### config.mk
export PLATFORM = sky130hd
export DESIGN_NAME = subtour_cycle_extractor_unit
export DESIGN_NICKNAME = d
export VERILOG_FILES = /design/src/rtl/core/scx_pkg.sv /design/src/rtl/core/subtour_cycle_extractor_unit.sv /design/src/rtl/core/scx_ram.sv /design/src/rtl/core/scx_ctrl.sv /design/src/rtl/core/scx_dp.sv
export SDC_FILE = /design/constraint.sdc
export NUM_CORES = 2
export LEC_CHECK = 0
export BUFFER_PORTS_ARGS = -buffer_cell sky130_fd_sc_hd__buf_2
export CORE_UTILIZATION = 60
export CTS_CLUSTER_SIZE = 40
export DETAILED_ROUTE_END_ITERATION = 6
export GPL_TIMING_DRIVEN = 0
export HOLD_SLACK_MARGIN = 0.08
export PLACE_DENSITY = 0.76
export SLEW_MARGIN = 5
export SYNTH_ARGS = -nofsm -noshare
export SYNTH_HDL_FRONTEND = slang
export SYNTH_SLANG_ARGS = --single-unit
### constraint.sdc
create_clock -name clk -period 9.17 [get_ports clk]
set_input_delay 1.834 -clock clk [delete_from_list [all_inputs] [get_ports clk]]
set_output_delay 1.834 -clock clk [all_outputs]
set_load 0.02 [all_outputs]
### src/rtl/core/scx_pkg.sv
// scx_pkg: shared types, constants and controller states for the subtour cycle extractor
// no dependencies
package scx_pkg;

	localparam int MaxCities = 64;
	localparam int VIdxW     = 6;
	localparam int CntW      = 7;
	localparam int CutW      = 5;
	localparam int MaxCuts   = 21;

	typedef logic [VIdxW-1:0]     vidx_t;
	typedef logic [CntW-1:0]      cnt_t;
	typedef logic [MaxCities-1:0] vmask_t;
	typedef logic [CutW-1:0]      cuts_t;

	// configuration register indexes
	localparam logic [1:0] CFG_NUM_CITIES = 2'd0;
	localparam logic [1:0] CFG_CUT_LIMIT  = 2'd1;
	localparam logic [1:0] CFG_SHORTEST   = 2'd2;

	localparam cnt_t NUM_CITIES_RST = 7'd64;
	localparam cnt_t CUT_LIMIT_RST  = 7'd32;

	typedef enum logic [3:0] {
		ST_IDLE,
		ST_LD_A,
		ST_LD_B,
		ST_LD_C,
		ST_FIN,
		ST_E_RD,
		ST_E_CHK,
		ST_W_TEST,
		ST_W_STEP,
		ST_C_DONE,
		ST_CUT,
		ST_E_NEXT,
		ST_END,
		ST_BEST,
		ST_STATUS
	} state_t;

	typedef struct packed {
		logic capture;
		logic load_a;
		logic load_b;
		logic check_b;
		logic finish;
		logic cycle_init;
		logic walk_fwd;
		logic walk_step;
		logic cycle_done;
		logic next_edge;
		logic out_cut;
		logic out_best;
		logic out_status;
	} cmd_t;

	typedef struct packed {
		logic last;
		logic bad;
		logic visited_hit;
		logic at_start;
		logic len_full;
		logic cut_ok;
		logic edges_done;
		logic best_pending;
		logic out_free;
	} sts_t;

endpackage

### src/rtl/core/subtour_cycle_extractor_unit.sv
// sequence: LD_A and LD_B each write one endpoint into the neighbor table, LD_C ends the repeated-edge check
// after the last edge: a check state (FIN), then for each stored edge E_RD, E_CHK and E_NEXT, for each vertex walked
// W_TEST and W_STEP, and C_DONE to close each cycle, as the edge and neighbor memories have registered reads,
// then one beat per cut and the status beat, each held while out_ready is low
// edges: a new edge is taken while the previous one finishes its checks; one solution at a time
// reset: arst_n asynchronous active low clears the sequencer, per-solution state and config to defaults
// depends on scx_pkg, scx_ctrl, scx_dp, scx_ram
module subtour_cycle_extractor_unit import scx_pkg::*; (
	input  logic        clk,
	input  logic        arst_n,
	input  logic        cfg_we,
	input  logic [1:0]  cfg_index,
	input  logic [6:0]  cfg_data,
	input  logic        in_valid,
	output logic        in_ready,
	input  logic [5:0]  end_low,
	input  logic [5:0]  end_high,
	input  logic        last_edge,
	output logic        out_valid,
	input  logic        out_ready,
	output logic [63:0] vertex_set,
	output logic [6:0]  cycle_length,
	output logic        is_status,
	output logic        full_tour,
	output logic        malformed,
	output logic [4:0]  cuts_emitted,
	output logic        last_item
);

	cmd_t cmd;
	sts_t sts;

	scx_ctrl u_ctrl (
		.clk      (clk),
		.arst_n   (arst_n),
		.in_valid (in_valid),
		.in_ready (in_ready),
		.sts      (sts),
		.cmd      (cmd)
	);

	scx_dp u_dp (
		.clk          (clk),
		.arst_n       (arst_n),
		.cfg_we       (cfg_we),
		.cfg_index    (cfg_index),
		.cfg_data     (cfg_data),
		.end_low      (end_low),
		.end_high     (end_high),
		.last_edge    (last_edge),
		.cmd          (cmd),
		.sts          (sts),
		.out_valid    (out_valid),
		.out_ready    (out_ready),
		.vertex_set   (vertex_set),
		.cycle_length (cycle_length),
		.is_status    (is_status),
		.full_tour    (full_tour),
		.malformed    (malformed),
		.cuts_emitted (cuts_emitted),
		.last_item    (last_item)
	);

endmodule

### src/rtl/core/scx_ram.sv
// scx_ram: generic single write port, single read port ram with registered read
// no dependencies
module scx_ram #(
	parameter int Width = 8,
	parameter int Depth = 64,
	localparam int AddrW = $clog2(Depth)
) (
	input  logic             clk,
	input  logic             we,
	input  logic [AddrW-1:0] waddr,
	input  logic [Width-1:0] wdata,
	input  logic [AddrW-1:0] raddr,
	output logic [Width-1:0] rdata
);

	logic [Width-1:0] mem [Depth];
	logic [Width-1:0] rdata_q;

	always_ff @(posedge clk) begin
		if (we) begin
			mem[waddr] <= wdata;
		end
		rdata_q <= mem[raddr];
	end

	assign rdata = rdata_q;

endmodule

### src/rtl/core/scx_ctrl.sv
// scx_ctrl: sequencer for edge loading, cycle walking and result emission
// depends on scx_pkg
module scx_ctrl import scx_pkg::*; (
	input  logic clk,
	input  logic arst_n,
	input  logic in_valid,
	output logic in_ready,
	input  sts_t sts,
	output cmd_t cmd
);

	state_t state_q, state_d;

	always_ff @(posedge clk or negedge arst_n) begin
		if (!arst_n) begin
			state_q <= ST_IDLE;
		end else begin
			state_q <= state_d;
		end
	end

	// a new edge is taken while the previous one finishes its checks
	assign in_ready = (state_q == ST_IDLE) || (state_q == ST_LD_C && !sts.last);

	always_comb begin
		state_d = state_q;
		unique case (state_q)
			ST_IDLE:   if (in_valid) state_d = ST_LD_A;
			ST_LD_A:   state_d = ST_LD_B;
			ST_LD_B:   state_d = ST_LD_C;
			ST_LD_C: begin
				if (sts.last) state_d = ST_FIN;
				else if (in_valid) state_d = ST_LD_A;
				else state_d = ST_IDLE;
			end
			ST_FIN:    state_d = sts.bad ? ST_STATUS : ST_E_RD;
			ST_E_RD:   state_d = ST_E_CHK;
			ST_E_CHK:  state_d = sts.visited_hit ? ST_E_NEXT : ST_W_TEST;
			ST_W_TEST: state_d = sts.at_start ? ST_C_DONE : ST_W_STEP;
			ST_W_STEP: state_d = ST_W_TEST;
			ST_C_DONE: begin
				if (!sts.len_full && sts.cut_ok) state_d = ST_CUT;
				else state_d = ST_E_NEXT;
			end
			ST_CUT:    if (sts.out_free) state_d = ST_E_NEXT;
			ST_E_NEXT: state_d = sts.edges_done ? ST_END : ST_E_RD;
			ST_END:    state_d = sts.best_pending ? ST_BEST : ST_STATUS;
			ST_BEST:   if (sts.out_free) state_d = ST_STATUS;
			ST_STATUS: if (sts.out_free) state_d = ST_IDLE;
			default:   state_d = ST_IDLE;
		endcase
	end

	always_comb begin
		cmd            = '0;
		cmd.capture    = in_ready && in_valid;
		cmd.load_a     = (state_q == ST_LD_A);
		cmd.load_b     = (state_q == ST_LD_B);
		cmd.check_b    = (state_q == ST_LD_C);
		cmd.finish     = (state_q == ST_FIN);
		cmd.cycle_init = (state_q == ST_E_CHK) && !sts.visited_hit;
		cmd.walk_fwd   = (state_q == ST_W_TEST) && !sts.at_start;
		cmd.walk_step  = (state_q == ST_W_STEP);
		cmd.cycle_done = (state_q == ST_C_DONE);
		cmd.next_edge  = (state_q == ST_E_NEXT) && !sts.edges_done;
		cmd.out_cut    = (state_q == ST_CUT) && sts.out_free;
		cmd.out_best   = (state_q == ST_BEST) && sts.out_free;
		cmd.out_status = (state_q == ST_STATUS) && sts.out_free;
	end

	assert property (@(posedge clk) disable iff (!arst_n)
		(state_q == ST_STATUS && sts.out_free) |=> state_q == ST_IDLE)
		else $error("status beat did not return the sequencer to idle");

endmodule

### src/rtl/core/scx_dp.sv
// scx_dp: config registers, neighbor and edge stores, degree tracking, walk registers, output register
// depends on scx_pkg and scx_ram
module scx_dp import scx_pkg::*; (
	input  logic        clk,
	input  logic        arst_n,
	input  logic        cfg_we,
	input  logic [1:0]  cfg_index,
	input  logic [6:0]  cfg_data,
	input  logic [5:0]  end_low,
	input  logic [5:0]  end_high,
	input  logic        last_edge,
	input  cmd_t        cmd,
	output sts_t        sts,
	output logic        out_valid,
	input  logic        out_ready,
	output logic [63:0] vertex_set,
	output logic [6:0]  cycle_length,
	output logic        is_status,
	output logic        full_tour,
	output logic        malformed,
	output logic [4:0]  cuts_emitted,
	output logic        last_item
);

	cnt_t   num_cities_q, cut_limit_q, n_eff;
	logic   shortest_q;

	vidx_t  a_q, b_q, max_vtx_q;
	logic   last_q, bad_q, chk_q;
	cnt_t   edge_total_q, cnt2_q;
	vmask_t deg1_q, deg2_q;

	vidx_t  start_q, cur_q, prev_q, e_idx_q;
	vmask_t cyc_mask_q, visited_q, best_mask_q;
	cnt_t   len_q, best_len_q;
	logic   full_q, found_q;
	cuts_t  cuts_q;

	logic   out_valid_q, is_status_q, full_tour_q, malformed_q, last_item_q;
	vmask_t vertex_set_q;
	cnt_t   cycle_length_q;
	cuts_t  cuts_emitted_q;

	logic   active, d1, d2, out_free;
	vidx_t  v, w, nxt;
	logic [VIdxW-1:0]   n0_rd, n1_rd;
	logic [2*VIdxW-1:0] e_rd;

	always_ff @(posedge clk or negedge arst_n) begin
		if (!arst_n) begin
			num_cities_q <= NUM_CITIES_RST;
			cut_limit_q  <= CUT_LIMIT_RST;
			shortest_q   <= 1'b0;
		end else if (cfg_we) begin
			unique case (cfg_index)
				CFG_NUM_CITIES: num_cities_q <= cfg_data;
				CFG_CUT_LIMIT:  cut_limit_q  <= cfg_data;
				CFG_SHORTEST:   shortest_q   <= cfg_data[0];
				default: ;
			endcase
		end
	end

	always_comb begin
		if (num_cities_q < cnt_t'(3)) n_eff = cnt_t'(3);
		else if (num_cities_q > cnt_t'(MaxCities)) n_eff = cnt_t'(MaxCities);
		else n_eff = num_cities_q;
	end

	// one endpoint per cycle: a then b
	assign active = cmd.load_a || cmd.load_b;
	assign v      = cmd.load_a ? a_q : b_q;
	assign w      = cmd.load_a ? b_q : a_q;
	assign d1     = deg1_q[v];
	assign d2     = deg2_q[v];
	assign nxt    = (n0_rd == prev_q) ? n1_rd : n0_rd;
	assign out_free = !out_valid_q || out_ready;

	scx_ram #(.Width(VIdxW), .Depth(MaxCities)) u_nbr0 (
		.clk   (clk),
		.we    (active && !d1),
		.waddr (v),
		.wdata (w),
		.raddr (active ? v : cur_q),
		.rdata (n0_rd)
	);

	scx_ram #(.Width(VIdxW), .Depth(MaxCities)) u_nbr1 (
		.clk   (clk),
		.we    (active && d1 && !d2),
		.waddr (v),
		.wdata (w),
		.raddr (cur_q),
		.rdata (n1_rd)
	);

	scx_ram #(.Width(2*VIdxW), .Depth(MaxCities)) u_edges (
		.clk   (clk),
		.we    (cmd.load_a && edge_total_q < cnt_t'(MaxCities)),
		.waddr (edge_total_q[VIdxW-1:0]),
		.wdata ({a_q, b_q}),
		.raddr (e_idx_q),
		.rdata (e_rd)
	);

	always_ff @(posedge clk) begin
		if (cmd.capture) begin
			a_q <= end_low;
			b_q <= end_high;
		end
		if (active) begin
			chk_q <= d1 && !d2;
		end
	end

	// per-solution load state
	always_ff @(posedge clk or negedge arst_n) begin
		if (!arst_n) begin
			last_q       <= 1'b0;
			bad_q        <= 1'b0;
			edge_total_q <= '0;
			cnt2_q       <= '0;
			deg1_q       <= '0;
			deg2_q       <= '0;
			max_vtx_q    <= '0;
		end else if (cmd.out_status) begin
			bad_q        <= 1'b0;
			edge_total_q <= '0;
			cnt2_q       <= '0;
			deg1_q       <= '0;
			deg2_q       <= '0;
			max_vtx_q    <= '0;
		end else begin
			if (cmd.capture) begin
				last_q <= last_edge;
			end
			if (cmd.load_a) begin
				if (a_q == b_q) bad_q <= 1'b1;
				if (edge_total_q != cnt_t'(127)) edge_total_q <= edge_total_q + cnt_t'(1);
			end
			if (active) begin
				deg1_q[v] <= 1'b1;
				if (d1) deg2_q[v] <= 1'b1;
				if (d2) bad_q <= 1'b1;
				if (d1 && !d2) cnt2_q <= cnt2_q + cnt_t'(1);
				if (v > max_vtx_q) max_vtx_q <= v;
			end
			// repeated edge: second neighbor equals the first
			if (cmd.load_b && chk_q && n0_rd == b_q) bad_q <= 1'b1;
			if (cmd.check_b && chk_q && n0_rd == a_q) bad_q <= 1'b1;
			if (cmd.finish && sts.bad) bad_q <= 1'b1;
		end
	end

	// walk state
	always_ff @(posedge clk or negedge arst_n) begin
		if (!arst_n) begin
			e_idx_q     <= '0;
			visited_q   <= '0;
			full_q      <= 1'b0;
			found_q     <= 1'b0;
			cuts_q      <= '0;
			best_len_q  <= '0;
			best_mask_q <= '0;
		end else if (cmd.out_status) begin
			visited_q   <= '0;
			full_q      <= 1'b0;
			found_q     <= 1'b0;
			cuts_q      <= '0;
			best_len_q  <= '0;
			best_mask_q <= '0;
		end else begin
			if (cmd.finish) e_idx_q <= '0;
			if (cmd.next_edge) e_idx_q <= e_idx_q + vidx_t'(1);
			if (cmd.cycle_done) begin
				visited_q <= visited_q | cyc_mask_q;
				if (sts.len_full) begin
					full_q <= 1'b1;
				end else if (!found_q || len_q < best_len_q) begin
					found_q     <= 1'b1;
					best_len_q  <= len_q;
					best_mask_q <= cyc_mask_q;
				end
			end
			if (cmd.out_cut || cmd.out_best) cuts_q <= cuts_q + cuts_t'(1);
		end
	end

	always_ff @(posedge clk) begin
		if (cmd.cycle_init) begin
			start_q    <= e_rd[2*VIdxW-1:VIdxW];
			prev_q     <= e_rd[2*VIdxW-1:VIdxW];
			cur_q      <= e_rd[VIdxW-1:0];
			cyc_mask_q <= vmask_t'(1) << e_rd[2*VIdxW-1:VIdxW];
			len_q      <= cnt_t'(1);
		end
		if (cmd.walk_fwd) begin
			cyc_mask_q <= cyc_mask_q | (vmask_t'(1) << cur_q);
			len_q      <= len_q + cnt_t'(1);
		end
		if (cmd.walk_step) begin
			prev_q <= cur_q;
			cur_q  <= nxt;
		end
	end

	// output register
	always_ff @(posedge clk or negedge arst_n) begin
		if (!arst_n) begin
			out_valid_q <= 1'b0;
		end else if (cmd.out_cut || cmd.out_best || cmd.out_status) begin
			out_valid_q <= 1'b1;
		end else if (out_ready) begin
			out_valid_q <= 1'b0;
		end
	end

	always_ff @(posedge clk) begin
		if (cmd.out_cut || cmd.out_best) begin
			vertex_set_q   <= cmd.out_cut ? cyc_mask_q : best_mask_q;
			cycle_length_q <= cmd.out_cut ? len_q : best_len_q;
			is_status_q    <= 1'b0;
			full_tour_q    <= 1'b0;
			malformed_q    <= 1'b0;
			cuts_emitted_q <= '0;
			last_item_q    <= 1'b0;
		end else if (cmd.out_status) begin
			vertex_set_q   <= '0;
			cycle_length_q <= '0;
			is_status_q    <= 1'b1;
			full_tour_q    <= !bad_q && full_q;
			malformed_q    <= bad_q;
			cuts_emitted_q <= cuts_q;
			last_item_q    <= 1'b1;
		end
	end

	always_comb begin
		sts              = '0;
		sts.last         = last_q;
		sts.bad          = bad_q || (edge_total_q != n_eff) || (cnt2_q != n_eff)
		                   || ({1'b0, max_vtx_q} >= n_eff);
		sts.visited_hit  = visited_q[e_rd[2*VIdxW-1:VIdxW]];
		sts.at_start     = (cur_q == start_q);
		sts.len_full     = (len_q >= n_eff);
		sts.cut_ok       = !shortest_q && (len_q <= cut_limit_q) && (cuts_q < cuts_t'(MaxCuts));
		sts.edges_done   = (e_idx_q == vidx_t'(n_eff - cnt_t'(1)));
		sts.best_pending = shortest_q && found_q && !full_q;
		sts.out_free     = out_free;
	end

	assign out_valid    = out_valid_q;
	assign vertex_set   = vertex_set_q;
	assign cycle_length = cycle_length_q;
	assign is_status    = is_status_q;
	assign full_tour    = full_tour_q;
	assign malformed    = malformed_q;
	assign cuts_emitted = cuts_emitted_q;
	assign last_item    = last_item_q;

	assert property (@(posedge clk) disable iff (!arst_n)
		(cmd.out_cut || cmd.out_best || cmd.out_status) |-> out_free)
		else $error("output register overwritten while its beat waits");

	assert property (@(posedge clk) disable iff (!arst_n)
		(out_valid_q && is_status_q) |-> (vertex_set_q == '0 && last_item_q))
		else $error("status beat carries a mask or lacks last_item");

	assert property (@(posedge clk) disable iff (!arst_n)
		cuts_q <= cuts_t'(MaxCuts))
		else $error("cut count beyond its limit");

	assert property (@(posedge clk) disable iff (!arst_n)
		cmd.walk_fwd |-> len_q < n_eff)
		else $error("cycle walk ran past the city count");

endmodule

==> results.yml <==
run_status:
  outcome: "finished, violations left"
  violations: "DRC, capacitance limit"
global_routing:
  grt_overflow: 0
  grt_usage_pct: 33.8
  grt_pass1_vias: 50200
  grt_pass1_wl_um: 344000
  antenna_found_initial: 16
  grt_max_degree: 116
critical_path:
  worstSetupEndpoint: "u_dp.u_nbr1.mem[3][1]"
  r2r-end: "u_dp.u_nbr1.mem[3][1]"
  ff2ff_path_depth: 14
  crit_type: "flip-flop to flip-flop"
  critPathArrivalTime_ps: 7680
  endpoint_kind: "flip-flop"
  cp_max_fo: 22
  worstSetupStartpoint: "u_dp.a_q[0]"
  r2r_start: "u_dp.a_q[0]"
  rrSetupSlack_ps: 1960
  startpoint_type: "flip-flop"
  worstPathRequired_ps: 9640
die:
  die_x_um: 378
  core_um2: 140000
  start_util_pct: 60.6
  num_rows: 137
  dieArea_um2: 143000
  die_height_um: 378
  pin_count: 109
timing:
  slew_headroom_pct: 0.453
  setup_tns_ps: 0
  hold_ws_ps: 450
  fin_crit_sh_pct: 78.6
  rsz0062_at_grt: "no"
  setup_viol_count_final: 0
  clock_skew_ps: 70.7
  setup_slack_ps: 1960
  fmax_mhz: 139
  worst_pin_slew_ps: 1460
  finalHoldViolCount: 0
  min_period_ps: 7210
  slew_violations: 0
worst_hold_path:
  hold_class: "flip-flop to flip-flop"
logic_synthesis:
  ys_types: 74
  synthCells: 5167
  synth_area_leaders: "edfxtp_1 61%, mux4_2 13%, dfrtp_1 9.3%"
  synthesis.area_um2: 84700
  ys_seq_area_share_pct: 70.7
  synthFlopType: "edfxtp_1"
  synth_edf_count: 1709
  synth-seq-cells: 2059
  syn_area_per_cell_um2: 16.4
  synthArstFlopShare_pct: 15.4
  synth_top_area_share_pct: 60.6
  syn_nets: 5230
  yosys.area.top_type: "edfxtp_1"
  ys_warn_count: 0
cts:
  numCtsBuffers: 196
  clockRootBuffer: "clkbuf_16"
  post-cts-setup-buffers: 0
  clockBufferDepth: 3
  htreeDepth: 4
  clock_latency_ps: 860
  path_clk_slew_ps: 70
  postCtsResizedCells: 0
  clock-sinks: 2059
  postCtsHoldBufs: 0
  cts_tree: "done"
place:
  dpl_worst_slack_ps: 2350
  dp_hpwl_um: 157000
  port_buffers: 108
  gp_routability_congestion: 1.00
finish:
  multi_input_area_um2: 23400
  synthToLayoutAreaGrowth_pct: 12.2
  nFillCells: 8976
  nets: 5582
  final_cell_mix: "1709 x edfxtp_1, 646 x nor2_1, 496 x mux4_2"
  drive_gt1_share_pct: 17.7
  layout_commonest_cell: "edfxtp_1"
  regArea_um2: 59900
route:
  first_pass_iters: 7
  routed_via_density: 6.78
  drt-total-wl_um: 238000
  post_drt_wl_per_cell_um: 31.5
  via_count: 51200
  ant_nets: 0
  drc_errors: 5
  drt_iter0_drc: 7414
power_and_ir_drop:
  vdd_drop_max_v: 0.000210
  p_leak_nw: 31.9
  p_per_area_nw_per_um2: 315
flow_run:
  maxCapViolCount: 1
## metrics by stage
step | util (%) | instances | power (W) | cell area (um2)
2_1_floorplan | - | 5167 | 0.0183 | 84700
3_3_place_gp | 62.6 | 7151 | 0.0216 | 87600
3_5_place_dp | 63.5 | 7196 | 0.0219 | 88900
4_1_cts | 67.9 | 7557 | 0.0297 | 95000
5_1_grt | 67.9 | 7558 | 0.0308 | 95000
6_report | 67.9 | 7560 | 0.0299 | 95000
## metal layers
metal  routed length (um)  share of wire [%]  vias up  GRT usage, %
met5                  238               0.10        -             0
met4                12200                5.1       22          15.4
met3                25100                 11      681          7.29
met2               114000                 48     3611          53.5
met1                86500                 36    26100          45.4
li1                     -                  -    20800             -
## logic make-up (layout without fill, tap and decap cells)
logic type	count (synthesis)	count (layout)	share of synthesized area [%]
flip-flops	2059	2059	70.7
AND/OR/NAND/NOR	1421	1421	7.45
other	0	2	0
multiplexers	667	667	15.3
adder cells (fa/ha/maj)	37	37	0.544
buffers and inverters	381	896	1.74
XOR/XNOR	50	50	0.517
AO/OA/AOI/OAI	552	552	3.74
## area by class of cell
type,instances,area share [%]
diodes,2,0.00527
inverters,42,0.166
repair buffers,154,1.80
clock inverters,90,0.865
flip-flops and latches,2059,63.1
clock buffers,271,5.59
plain buffers,339,1.39
well taps,1876,2.47
multi-input cells,2727,24.7
## where the power goes
group / switching (W) / leakage [nW] / internal [W] / total (W)
clock: 0.00356 / 2.97 / 0.00427 / 0.00782
combinational: 0.00613 / 9.19 / 0.00343 / 0.00956
sequential: 0.000737 / 19.8 / 0.0118 / 0.0125
## sequential cells by signal, indices dropped and copies added, names as in the netlist, 64 cells and up
register,cells
u_dp.u_nbr0.mem,384
u_dp.deg1_q,64
u_dp.cyc_mask_q,64
u_dp.deg2_q,64
u_dp.best_mask_q,64
u_dp.visited_q,64
u_dp.vertex_set,64
u_dp.u_edges.mem,768
u_dp.u_nbr1.mem,384
## synth_stat cells, types with 5 or more instances
master and number:
or4_1 7, inv_1 40, nor4b_1 8, buf_2 18, o22ai_1 12, dfrtp_1 316
nor3_1 168, nor2_1 651, nand2_1 320, a21oi_1 245, o31ai_1 15, a21o_1 9
nand3b_1 22, ha_1 36, dfxtp_1 32, buf_1 68, nand2b_1 28, or3_1 9
mux4_2 496, o221ai_1 13, nor4bb_1 12, clkbuf_1 249, o21a_1 7, edfxtp_1 1709
nor3b_1 17, a31oi_1 22, nor4_1 8, nand4b_1 12, and2_1 5, o21ai_0 153
and3_1 8, a22oi_1 18, o211ai_1 9, xnor2_1 19, mux2_2 37, mux2i_1 129
nor2b_1 21, nand3_1 95, a211oi_1 13, nand4_1 21, xor2_1 31
## critical path, cell delays in order, from the launching register on
cell	delay [ps]
edfxtp_1	910
buf_16	240
clkbuf_1	380
inv_1	250
mux2i_1	460
inv_1	440
mux2i_1	210
a2111oi_0	1250
o22ai_1	120
or3_1	480
or3_4	430
buf_6	170
clkbuf_1	380
buf_2	330
nor2_1	730
## worst min path at each step
stage | startpoint | cells after the start | end
floorplan | u_dp.u_edges.rdata[8] | 0 | u_dp.start_q[2]
global placement | u_dp.u_edges.rdata[8] | 0 | u_dp.start_q[2]
detailed placement | u_dp.u_edges.rdata[8] | 0 | u_dp.start_q[2]
CTS | u_dp.u_edges.rdata[8] | 0 | u_dp.start_q[2]
global route | u_dp.u_edges.rdata[8] | 0 | u_dp.start_q[2]
finish | u_dp.u_edges.rdata[8] | 0 | u_dp.start_q[2]
(Power assumes the default switching activity.)
